**src/hw/rtl/kap_pkg.sv**
```systemverilog
`timescale 1ns / 1ps
// ----------------------------------------------------------------------------
// kap_pkg: keypad alarm panel shared types
// Stream payload layouts, the request struct and configuration indexes.
// ----------------------------------------------------------------------------
package kap_pkg;

  localparam int unsigned IN_TDATA_W  = 8;
  localparam int unsigned OUT_TDATA_W = 16;
  localparam int unsigned CFG_IDX_W   = 1;
  localparam int unsigned CFG_DATA_W  = 16;

  // configuration register indexes
  localparam logic [CFG_IDX_W-1:0] CFG_SIREN_PERIOD = 1'b0;
  localparam logic [CFG_IDX_W-1:0] CFG_MASTER_CODE  = 1'b1;

  // input tdata layout, lowest bits last
  typedef struct packed {
    logic [1:0] pad;
    logic       sensor_b;
    logic       sensor_a;
    logic [3:0] key_index;
  } in_data_t;

  // one request as the core sees it
  typedef struct packed {
    logic       func;
    logic [3:0] key_index;
    logic       sensor_a;
    logic       sensor_b;
  } req_t;

  // result tdata layout, lowest bits last
  typedef struct packed {
    logic [3:0] pad;
    logic [1:0] failed_attempts;
    logic [2:0] event_res;
    logic [1:0] keys_entered;
    logic [2:0] entry_phase;
    logic       siren;
    logic       armed;
  } res_t;

endpackage

```
**src/hw/rtl/keypad_alarm_panel.sv**
```systemverilog
`timescale 1ns / 1ps
// ----------------------------------------------------------------------------
// keypad_alarm_panel: keypad-driven alarm panel
// Registered request in, one status result out per request.
// ----------------------------------------------------------------------------
// Each request is either a key press (tuser = 0) or a tick carrying two
// sensor samples (tuser = 1), and it yields exactly one status result:
// armed, siren, entry phase, keys entered, an event code and the failed
// attempt count. A request is registered on entry, processed by the panel
// core once the result register is free or draining, and its result lands
// in the output register. One request is taken every cycle while the output
// side keeps up; a waiting result stalls the held request. Configuration
// (siren period, master code) is written through cfg_we_i/cfg_idx_i/cfg_data_i
// by the user only while the panel is idle, which the block does not enforce;
// the siren cutoff of 100 * period is computed at write time.
// ----------------------------------------------------------------------------
module keypad_alarm_panel #(
  parameter int unsigned CODE_KEYS = 4
) (
  input  logic                               clk_i,
  input  logic                               rst_ni,
  // configuration write port
  input  logic                               cfg_we_i,
  input  logic [kap_pkg::CFG_IDX_W-1:0]      cfg_idx_i,
  input  logic [kap_pkg::CFG_DATA_W-1:0]     cfg_data_i,
  // request stream
  input  logic                               s_axis_tvalid,
  output logic                               s_axis_tready,
  input  logic [kap_pkg::IN_TDATA_W-1:0]     s_axis_tdata,   // key_index, sensor_a, sensor_b
  input  logic                               s_axis_tuser,   // func
  // result stream
  output logic                               m_axis_tvalid,
  input  logic                               m_axis_tready,
  output logic [kap_pkg::OUT_TDATA_W-1:0]    m_axis_tdata    // armed, siren, entry_phase,
                                                             // keys_entered, event_res,
                                                             // failed_attempts
);
  import kap_pkg::*;

  logic     in_vld_q;
  in_data_t in_data_q;
  logic     in_func_q;
  logic     out_vld_q;
  res_t     out_q;
  logic     proc;
  req_t     req;
  res_t     res;

  // core fires when a request is held and the result slot is free or draining
  assign proc          = in_vld_q && (!out_vld_q || m_axis_tready);
  assign s_axis_tready = !in_vld_q || proc;

  always_comb begin
    req.func      = in_func_q;
    req.key_index = in_data_q.key_index;
    req.sensor_a  = in_data_q.sensor_a;
    req.sensor_b  = in_data_q.sensor_b;
  end

  kap_core #(
    .CODE_KEYS (CODE_KEYS)
  ) u_core (
    .clk_i      (clk_i),
    .rst_ni     (rst_ni),
    .cfg_we_i   (cfg_we_i),
    .cfg_idx_i  (cfg_idx_i),
    .cfg_data_i (cfg_data_i),
    .req_vld_i  (proc),
    .req_i      (req),
    .res_o      (res)
  );

  // input register
  always_ff @(posedge clk_i or negedge rst_ni) begin
    if (!rst_ni) begin
      in_vld_q <= 1'b0;
    end else if (s_axis_tready) begin
      in_vld_q <= s_axis_tvalid;
    end
  end

  always_ff @(posedge clk_i) begin
    if (s_axis_tvalid && s_axis_tready) begin
      in_data_q <= in_data_t'(s_axis_tdata);
      in_func_q <= s_axis_tuser;
    end
  end

  // result register
  always_ff @(posedge clk_i or negedge rst_ni) begin
    if (!rst_ni) begin
      out_vld_q <= 1'b0;
    end else if (proc) begin
      out_vld_q <= 1'b1;
    end else if (m_axis_tready) begin
      out_vld_q <= 1'b0;
    end
  end

  always_ff @(posedge clk_i) begin
    if (proc) begin
      out_q <= res;
    end
  end

  assign m_axis_tvalid = out_vld_q;
  assign m_axis_tdata  = out_q;

endmodule

```
**src/hw/rtl/kap_core.sv**
```systemverilog
`timescale 1ns / 1ps
// ----------------------------------------------------------------------------
// kap_core: panel state and per-request update
// Holds config, code buffers and siren timer; updates them for one request.
// ----------------------------------------------------------------------------
module kap_core #(
  parameter int unsigned CODE_KEYS = 4
) (
  input  logic                               clk_i,
  input  logic                               rst_ni,
  input  logic                               cfg_we_i,
  input  logic [kap_pkg::CFG_IDX_W-1:0]      cfg_idx_i,
  input  logic [kap_pkg::CFG_DATA_W-1:0]     cfg_data_i,
  input  logic                               req_vld_i,
  input  kap_pkg::req_t                      req_i,
  output kap_pkg::res_t                      res_o
);
  import kap_pkg::*;

  localparam int unsigned CODE_W = 4 * CODE_KEYS;
  localparam int unsigned KCW    = $clog2(CODE_KEYS + 1);

  localparam logic [2:0] PH_IDLE    = 3'd0;
  localparam logic [2:0] PH_USER    = 3'd1;
  localparam logic [2:0] PH_MASTER  = 3'd2;
  localparam logic [2:0] PH_NEW     = 3'd3;
  localparam logic [2:0] PH_CONFIRM = 3'd4;

  localparam logic [2:0] EV_NONE     = 3'd0;
  localparam logic [2:0] EV_ARMED    = 3'd1;
  localparam logic [2:0] EV_DISARMED = 3'd2;
  localparam logic [2:0] EV_WRONG    = 3'd3;
  localparam logic [2:0] EV_LOCKOUT  = 3'd4;
  localparam logic [2:0] EV_CHANGED  = 3'd5;
  localparam logic [2:0] EV_MISMATCH = 3'd6;
  localparam logic [2:0] EV_REJECTED = 3'd7;

  localparam logic [1:0] LOCKOUT_AT = 2'd2;  // third miss locks out

  localparam logic [CODE_W+15:0] MASTER_RST_EXT = {{CODE_W{1'b0}}, 16'h1111};
  localparam logic [CODE_W+15:0] USER_RST_EXT   = {{CODE_W{1'b0}}, 16'h4EC5};
  localparam logic [14:0]        CUTOFF_RST     = 15'd600;

  function automatic logic is_digit(input logic [3:0] k);
    case (k)
      4'd1, 4'd4, 4'd5, 4'd6, 4'd8, 4'd9, 4'd10, 4'd12, 4'd13, 4'd14: is_digit = 1'b1;
      default: is_digit = 1'b0;
    endcase
  endfunction

  // state
  logic              armed_q, armed_d;
  logic              siren_q, siren_d;
  logic [1:0]        att_q, att_d;
  logic [14:0]       ticks_q, ticks_d;
  logic [2:0]        phase_q, phase_d;
  logic [KCW-1:0]    kc_q, kc_d;
  logic [CODE_W-1:0] ebuf_q, ebuf_d;
  logic [CODE_W-1:0] nbuf_q, nbuf_d;
  logic [CODE_W-1:0] ucode_q, ucode_d;
  logic [CODE_W-1:0] master_q, master_d;
  logic [14:0]       cutoff_q, cutoff_d;
  logic [2:0]        ev;

  // key collection
  logic [CODE_W-1:0] col_src, col_buf;
  logic [CODE_W+3:0] col_ext;
  logic [KCW:0]      kc_inc;
  logic              col_done;
  logic [KCW+1:0]    kc_ext;

  // config decode; cutoff = 100 * period, done with shifts
  logic [14:0]         per15;
  logic [CODE_W+15:0]  mst_ext;

  always_comb begin
    per15    = {7'd0, cfg_data_i[7:0]};
    mst_ext  = {{CODE_W{1'b0}}, cfg_data_i};
    cutoff_d = cutoff_q;
    master_d = master_q;
    if (cfg_we_i) begin
      case (cfg_idx_i)
        CFG_SIREN_PERIOD: cutoff_d = (per15 << 6) + (per15 << 5) + (per15 << 2);
        CFG_MASTER_CODE:  master_d = mst_ext[CODE_W-1:0];
        default: ;
      endcase
    end
  end

  always_comb begin
    col_src  = (phase_q == PH_NEW) ? nbuf_q : ebuf_q;
    col_ext  = {col_src, req_i.key_index};
    col_buf  = col_ext[CODE_W-1:0];
    kc_inc   = {1'b0, kc_q} + (KCW+1)'(1);
    col_done = (kc_inc >= (KCW+1)'(CODE_KEYS));
  end

  always_comb begin
    armed_d = armed_q;
    siren_d = siren_q;
    att_d   = att_q;
    ticks_d = ticks_q;
    phase_d = phase_q;
    kc_d    = kc_q;
    ebuf_d  = ebuf_q;
    nbuf_d  = nbuf_q;
    ucode_d = ucode_q;
    ev      = EV_NONE;

    if (!req_i.func) begin
      if (phase_q != PH_IDLE) begin
        kc_d = col_done ? '0 : kc_inc[KCW-1:0];
      end
      case (phase_q)
        PH_IDLE: begin
          if (req_i.key_index == 4'd0) begin
            phase_d = PH_MASTER;
            kc_d    = '0;
            ebuf_d  = '0;
          end else if (is_digit(req_i.key_index)) begin
            phase_d = PH_USER;
            kc_d    = '0;
            ebuf_d  = '0;
          end
        end
        PH_USER: begin
          ebuf_d = col_buf;
          if (col_done) begin
            phase_d = PH_IDLE;
            if (col_buf == ucode_q) begin
              armed_d = !armed_q;
              att_d   = '0;
              ev      = armed_q ? EV_DISARMED : EV_ARMED;
            end else if (att_q == LOCKOUT_AT) begin
              att_d = '0;
              ev    = EV_LOCKOUT;
            end else begin
              att_d = att_q + 2'd1;
              ev    = EV_WRONG;
            end
          end
        end
        PH_MASTER: begin
          ebuf_d = col_buf;
          if (col_done) begin
            if (col_buf == master_q) begin
              phase_d = PH_NEW;
              nbuf_d  = '0;
            end else begin
              phase_d = PH_IDLE;
              ev      = EV_REJECTED;
            end
          end
        end
        PH_NEW: begin
          nbuf_d = col_buf;
          if (col_done) begin
            phase_d = PH_CONFIRM;
            ebuf_d  = '0;
          end
        end
        default: begin
          ebuf_d = col_buf;
          if (col_done) begin
            phase_d = PH_IDLE;
            if (col_buf == nbuf_q) begin
              ucode_d = nbuf_q;
              ev      = EV_CHANGED;
            end else begin
              ev = EV_MISMATCH;
            end
          end
        end
      endcase
    end else if (armed_q) begin
      if (req_i.sensor_a || req_i.sensor_b) begin
        siren_d = 1'b1;
      end
      if (ticks_q >= cutoff_q) begin
        siren_d = 1'b0;
        ticks_d = 15'd1;
      end else begin
        ticks_d = ticks_q + 15'd1;
      end
    end

    if (!armed_d) begin
      siren_d = 1'b0;
    end
  end

  always_comb begin
    kc_ext                = {2'b00, kc_d};
    res_o                 = '0;
    res_o.armed           = armed_d;
    res_o.siren           = siren_d;
    res_o.entry_phase     = phase_d;
    res_o.keys_entered    = kc_ext[1:0];
    res_o.event_res       = ev;
    res_o.failed_attempts = att_d;
  end

  always_ff @(posedge clk_i or negedge rst_ni) begin
    if (!rst_ni) begin
      cutoff_q <= CUTOFF_RST;
      master_q <= MASTER_RST_EXT[CODE_W-1:0];
    end else begin
      cutoff_q <= cutoff_d;
      master_q <= master_d;
    end
  end

  always_ff @(posedge clk_i or negedge rst_ni) begin
    if (!rst_ni) begin
      armed_q <= 1'b0;
      siren_q <= 1'b0;
      att_q   <= '0;
      ticks_q <= '0;
      phase_q <= PH_IDLE;
      kc_q    <= '0;
      ebuf_q  <= '0;
      nbuf_q  <= '0;
      ucode_q <= USER_RST_EXT[CODE_W-1:0];
    end else if (req_vld_i) begin
      armed_q <= armed_d;
      siren_q <= siren_d;
      att_q   <= att_d;
      ticks_q <= ticks_d;
      phase_q <= phase_d;
      kc_q    <= kc_d;
      ebuf_q  <= ebuf_d;
      nbuf_q  <= nbuf_d;
      ucode_q <= ucode_d;
    end
  end

endmodule
```
**config.mk**
```make
export PLATFORM = sky130hd
export DESIGN_NAME = keypad_alarm_panel
export DESIGN_NICKNAME = d
export VERILOG_FILES = /design/src/hw/rtl/kap_pkg.sv /design/src/hw/rtl/keypad_alarm_panel.sv /design/src/hw/rtl/kap_core.sv
export SDC_FILE = /design/constraint.sdc
export NUM_CORES = 1
export LEC_CHECK = 0
export ABC_AREA = 1
export BUFFER_PORTS_ARGS = -buffer_cell sky130_fd_sc_hd__buf_2
export CAP_MARGIN = 0
export CORE_ASPECT_RATIO = 2
export CORE_UTILIZATION = 55
export CTS_CLUSTER_DIAMETER = 100
export DETAILED_ROUTE_END_ITERATION = 7
export GPL_TIMING_DRIVEN = 0
export PLACE_DENSITY = 0.77
export SLEW_MARGIN = 20
export SYNTH_ARGS = -nofsm -noshare
export SYNTH_HDL_FRONTEND = slang
export SYNTH_SLANG_ARGS = --single-unit
```
**constraint.sdc**
```tcl
create_clock -name clk_i -period 1.9 [get_ports clk_i]
set_input_delay 0.095 -clock clk_i [delete_from_list [all_inputs] [get_ports clk_i]]
set_output_delay 0.095 -clock clk_i [all_outputs]
set_load 0.02 [all_outputs]
```
## Word level (Yosys, flattened, before mapping)

Memories as Yosys holds them, arrays and structs flattened. A register that Yosys moved wholly into a read port is not among the register bits.
Index checks and enable logic that the tools add are counted.

| storage, ports and cells | value |
|---|---|
| register bits after elaboration | 121 |
| memory bits (read-only) | 16 |
| input port bits | 31 |
| output and inout bits | 18 |
| logic and storage cells | 120 |
| memories kept | 1 |

Memory list:

| name | depth | width | rd ports | clocked after memory_dff | write ports | line | source |
|---|---|---|---|---|---|---|---|
| (name not given) | 16 | 1 | 1 | 1 | 0 | kap_core.sv:45 | `case (k)` |

| cells by class | value |
|---|---|
| add/subtract/negate cells | 5 |
| order comparisons | 2 |
| equal/unequal tests | 11 |
| multiplexer cells | 52 |
| bitwise operators | 3 |
| reduce and logical (&&, ||, !) cells | 22 |

Operator list:

| cell | number |
|---|---|
| 2-to-1 mux 3 bit | 17 |
| equality test 16 bit | 3 |
| 2-to-1 mux 12 bit | 4 |
| 2-to-1 mux 16 bit | 2 |
| one-hot mux 16 bit (2 select lines) | 1 |
| one-hot mux 12 bit (2 select lines) | 1 |
| 2-to-1 mux 2 bit | 9 |
| one-hot mux 3 bit (3 select lines) | 2 |
| adder 14 x 13 -> 15 bit | 1 |
| adder 15 x 1 -> 15 bit, second input constant | 1 |
| adder 15 x 10 -> 15 bit | 1 |
| greater-or-equal comparator 15 bit | 1 |
| 2-to-1 mux 15 bit | 1 |
| 2-to-1 mux 1 bit | 14 |
| AND reduction 5 bit | 2 |
| equality test 3 x 2 -> 1 bit, second input constant | 2 |
| != test 2 x 1 -> 1 bit, second input constant | 3 |
| AND reduction 2 bit | 3 |
| adder 3 x 1 -> 4 bit, second input constant | 1 |
| greater-or-equal comparator 4 x 3 -> 1 bit, second input constant | 1 |
| logical NOT 4 bit | 1 |
| 2-to-1 mux 4 bit | 1 |
| AND reduction 4 bit | 1 |
| nonzero test 2 bit | 2 |
| 13 further kinds | 20 |

## Logic depth before layout (Yosys ltp)

| depth | value |
|---|---|
| depth in word-level cells | 8 |
| mapped depth | 16 |
| depth with buffers taken out | 15 |

## Modules after synthesis

Synthesis repeated with hierarchy kept, for this count alone.

| second synthesis, totals | value |
|---|---|
| cell total of the unflattened synthesis | 843 |
| area, all modules | 7053.0 um^2 |

By module, submodules not included:

| module | times used | cells each | area an instance (um^2) | seq. area each (um^2) |
|---|---|---|---|---|
| kap_core | 1 | 808 | 6267.3 | 2472.4 |
| keypad_alarm_panel | 1 | 35 | 785.8 | 740.7 |

## Worst setup path before layout

Ideal clock, no wire load.

| timing | value |
|---|---|
| path type | reg2reg |
| start point | reg u_core.cutoff_q[6] |
| end point | reg u_core.ticks_q[6] |
| setup time | 135 ps |
| arrival | 1940 ps |
| data required time | 1765 ps |
| path slack | -174 ps |
| cell stages (with the launch flop) | 12 |
| buffers on the path | 1 |
| period minus slack after synthesis | 2074 ps |
| path through | dfstp_2 inv_1 ha_1 nand2_1 or2_2 nand3_1 nand2_1 nand2_1 inv_1 nor3_1 clkbuf_1 nor3b_1 |

| on the way | value |
|---|---|
| longest elaborated chain between the ends | 2 |

Ends and longest elaborated chain:

| item | line | source |
|---|---|---|
| start: declaration | kap_core.sv:62 | `logic [14:0] cutoff_q, cutoff_d;` |
| start signal: assignment | kap_core.sv:208 | `cutoff_q <= cutoff_d;` |
| greater-or-equal comparator 15 bit | kap_core.sv:179 | `if (ticks_q >= cutoff_q) begin` |
| 2-to-1 mux 15 bit | kap_core.sv:179 |  |
| end signal: assignment | kap_core.sv:228 | `ticks_q <= ticks_d;` |
| end: declaration | kap_core.sv:55 | `logic [14:0] ticks_q, ticks_d;` |

No other way between the ends.
A chain may end at the register's enable or synchronous reset.

## Worst setup path in the final report

| timing | value |
|---|---|
| start point | reg u_core.phase_q[2] |
| end point | reg u_core.nbuf_q[15] |

| on the way | value |
|---|---|
| longest elaborated chain between the ends | 5 |
| elaborated cells between the ends (all ways) | 9 |
| those cells by class | eq/ne: 5; mux: 2; reduce/logical: 2 |

Ends and longest elaborated chain:

| item | line | source |
|---|---|---|
| start: declaration | kap_core.sv:56 | `logic [2:0] phase_q, phase_d;` |
| start signal: assignment | kap_core.sv:229 | `phase_q <= phase_d;` |
| equality test 3 x 2 -> 1 bit | kap_core.sv:91, kap_core.sv:114 |  |
| 2-to-1 mux 12 bit | kap_core.sv:91 | `col_src = (phase_q == PH_NEW) ? nbuf_q : ebuf_q;` |
| equality test 16 bit | kap_core.sv:146 | `if (col_buf == master_q) begin` |
| != test 2 x 1 -> 1 bit (no source line) | - |  |
| AND reduction 5 bit (no source line) | - |  |
| end signal: assignment | kap_core.sv:232 | `nbuf_q <= nbuf_d;` |
| end: declaration | kap_core.sv:59 | `logic [CODE_W-1:0] nbuf_q, nbuf_d;` |

Several ways; a longest one is shown, not always the timed one.

==> metrics.cfg <==
[timing]
fin_crit_sh_pct = 143
period_needed_ns = 2.72
fin_ws_ns = -0.825
skew_ns = 0.00598
max_freq_mhz = 367
hold_ws_ns = 0.0162
worstMarginPinSlew_ns = 0.650
rsz0062_at_grt = yes
setup_viol = 60
max_slew_margin_pct = 56.7
slew_viol_final = 0
final-hold-violation-count = 0

[job]
cap_violations = 0

[power_and_ir_drop]
p_int_w = 0.00732
power_density_mw_per_mm2 = 1230
power_w = 0.0120
swShare_pct = 38.9
p_switching_w = 0.00467
p_seq_share_pct = 29.8
p_comb_share_pct = 40.5
p_clk_share_pct = 29.7
vdd_drop_max_mv = 0.873
leakagePower_nw = 4.65

[drt]
firstDrtPassIters = 8
route.detailed.drc = 10
ant_nets = 0
via_per_inst = 6.01
wire_per_inst_um = 21.1
drt_iter0_drc = 926
vias = 7464
drt-total-wl_um = 26200

[yosys]
synth_top_cell_area_share_pct = 29.6
syn_inst = 933
synth_top_area_cell = dfrtp_1
syn_area_sq_mm = 0.00711
synth_area_leaders = dfrtp_1, nand2_1, edfxtp_1, dfstp_2, inv_1
yosys_warnings = 0
ys_seq_area_share_pct = 43.8
avgSynthCellArea_sq_um = 7.62
ys_ff_latch = 120
yosysUniqueCellTypes = 48

[critical_path]
rr_startpoint = u_core.phase_q[2]
crit_arrival_ns = 3.08
reg2regPathDepth = 14
crit_path_frequent_cell = nand2_1
reg2reg_slack_ns = -0.82
critPathRequiredTime_ns = 2.25
critical_path.max_fanout = 5
r2r-end = u_core.nbuf_q[15]
timing.critical_path.cells = inv_4 -> buf_6 -> nand4_1 -> nand3_1 -> nand2_1 -> nor2_1 -> nand2_1 -> nor2_4 -> nand2_2 -> o21ai_4 -> buf_12 -> buf_8 -> nand3b_1 -> nand2_1
critPathSlowestCell = dfrtp_2
slowest_delay_ns = 0.46
path_class = reg2reg
critPathLaunchType = register
endpoint_kind = register

[run_status]
failed_checks = design-rule violations, negative setup slack
status = complete, but fails checks

[cts]
clk_pin_slew_ns = 0.06
clk_latency_ns = 0.43
clock_path_buffers = 2
root_buffer = clkbuf_16
cts_tree = yes
htree_levels = 4
numCtsBuffers = 17
cts_sinks = 120

[global_routing]
grt.overflow.total = 0
antenna_found_initial = 1
grt_pass1_vias = 7197
grt_pass1_wl_um = 37300
grt_start_max_net_pins = 73
track_usage_pct = 39.5

[floorplan]
core_sq_mm = 0.0126
rows = 58
die_y_um = 163
ios = 49
floorplan.initialDensity_pct = 56.6
dieArea_sq_mm = 0.0134
die_w_um = 82.4

[place]
gp_routability_congestion = 0.992
portBuffers = 42
place_ws_ns = -1.00
dpl_cell_area_sq_mm = 0.00761
hpwl_um = 15500

[cells_and_area]
finalNetCount = 1141
final_cell_mix = nand2_1, inv_1, dfrtp_1
fin_area_sq_mm = 0.00977
layout_commonest_cell = nand2_1
syn2layout_area_growth_pct = 37.5
drive_gt1_share_pct = 29.7

[worst_hold_path]
min_delay_path_depth = 3
holdPathEnd = u_core.master_q[6]
hp-class = in2reg
min-delay-start = cfg_data_i[6]

-- synthesized netlist by cell type, drive strengths merged --
library cell / count
nand2: 312
inv: 101
dfrtp: 84
nor2: 82
nand3: 63
o21ai: 50
nand4: 33
a21oi: 30
ha: 28
edfxtp: 19
nand3b: 17
buf: 16
dfstp: 16
nor3: 14
clkbuf: 11
xor2: 10
fa: 5
mux2: 4
nor3b: 4
xnor2: 4
and3: 3
clkinv: 3
nor4: 3
o21a: 3
o22ai: 3
a31oi: 2
o211ai: 2
or2: 2
a21boi: 1
a22oi: 1
and2: 1
conb: 1
dfxtp: 1
o21bai: 1
o221ai: 1
o31ai: 1
o41ai: 1
-- layout make-up --
| class | instances | area (sq um) |
|---|---|---|
| antenna | 1 | 2.50 |
| timing repair buffer | 122 | 1050 |
| sequential | 120 | 3120 |
| inverter | 104 | 402 |
| fill | 796 | 2780 |
| tap | 150 | 188 |
| multi-input combinational | 685 | 4110 |
| clock inverter | 13 | 201 |
| clock buffer | 19 | 443 |
| buffer | 27 | 248 |
-- critical path, delay by kind of cell, from the launching register on --
kind / cells / cell delay [ns]
and+or+nand+nor: 9 / 1.51
DFF: 1 / 0.46
buffers and inverters: 4 / 0.46
AOI/OAI and AO/OA: 1 / 0.19
-- worst max-delay path by stage --
stage	startpoint	endpoint	slack [ns]	cells after the start
final	u_core.phase_q[2]	u_core.nbuf_q[15]	-0.82	14
after global routing	u_core.phase_q[2]	u_core.nbuf_q[7]	-0.95	17
after detailed placement	u_core.phase_q[1]	u_core.ucode_q[13]	-1.00	12
after CTS	u_core.phase_q[2]	u_core.nbuf_q[15]	-0.47	14
after global placement	u_core.phase_q[1]	u_core.ucode_q[8]	-1.01	12
after floorplan	u_core.phase_q[1]	u_core.nbuf_q[8]	-0.1	15
-- per-layer routing --
metal	global-route usage (%)	vias to the layer above	part of all wire, %
li1	-	3317	-
met1	37.7	3466	31
met2	64.0	477	50
met3	15.1	204	8.9
met4	33.4	0	10
met5	0	-	0
-- timing repair --
item / CTS / global route
pin swaps: 35 / 43
buffers inserted: 20 / 29
gates cloned: 4 / 2
hold buffers: 24 / 1
endpoints found under the setup margin: 87 / 77
hold endpoints to repair: 111 / 1
gates resized for setup: 113 / 106
-- state kept, by name, summed over array words and instances (netlist names), named ones only --
register and cells:
in_data_q 6, u_core.siren_q 1, m_axis_tvalid 1, in_func_q 1, m_axis_tdata 12, u_core.att_q 2, u_core.kc_q 3, u_core.ucode_q 16
u_core.master_q 16, u_core.armed_q 1, u_core.nbuf_q 16, u_core.ebuf_q 12, u_core.ticks_q 15, u_core.phase_q 3, in_vld_q 1, u_core.cutoff_q 13
-- power groups by stage --
stage / clock network, W / registers, W / logic, W
2_1_floorplan: 0 / 0.00353 / 0.00221
3_3_place_gp: 0 / 0.00354 / 0.00314
3_5_place_dp: 0 / 0.00355 / 0.00320
4_1_cts: 0.00354 / 0.00353 / 0.00382
5_1_grt: 0.00366 / 0.00360 / 0.00520
6_report: 0.00356 / 0.00357 / 0.00486
-- per-stage QoR --
stage / util [%] / setup TNS, ns / std cells
2_1_floorplan: - / -1.34 / 936
3_3_place_gp: 60.3 / -80.27 / 1128
3_5_place_dp: 60.6 / -50.39 / 1129
4_1_cts: 72.6 / -16.75 / 1209
5_1_grt: 77.8 / -39.30 / 1240
6_report: 77.8 / -31.99 / 1241
-- kinds of logic after synthesis --
| logic type | count (synthesis) | synth area share (%) |
|---|---|---|
| and+or+nand+nor | 534 | 32.5 |
| buffers and inverters | 131 | 7.53 |
| muxes | 4 | 0.634 |
| adders and majority gates | 33 | 6.34 |
| DFF | 120 | 43.8 |
| other | 1 | 0.0528 |
| AOI/OAI and AO/OA | 96 | 7.43 |
| xor gates and xnor gates | 14 | 1.72 |
No activity file was read; power rests on OpenSTA's default activity.
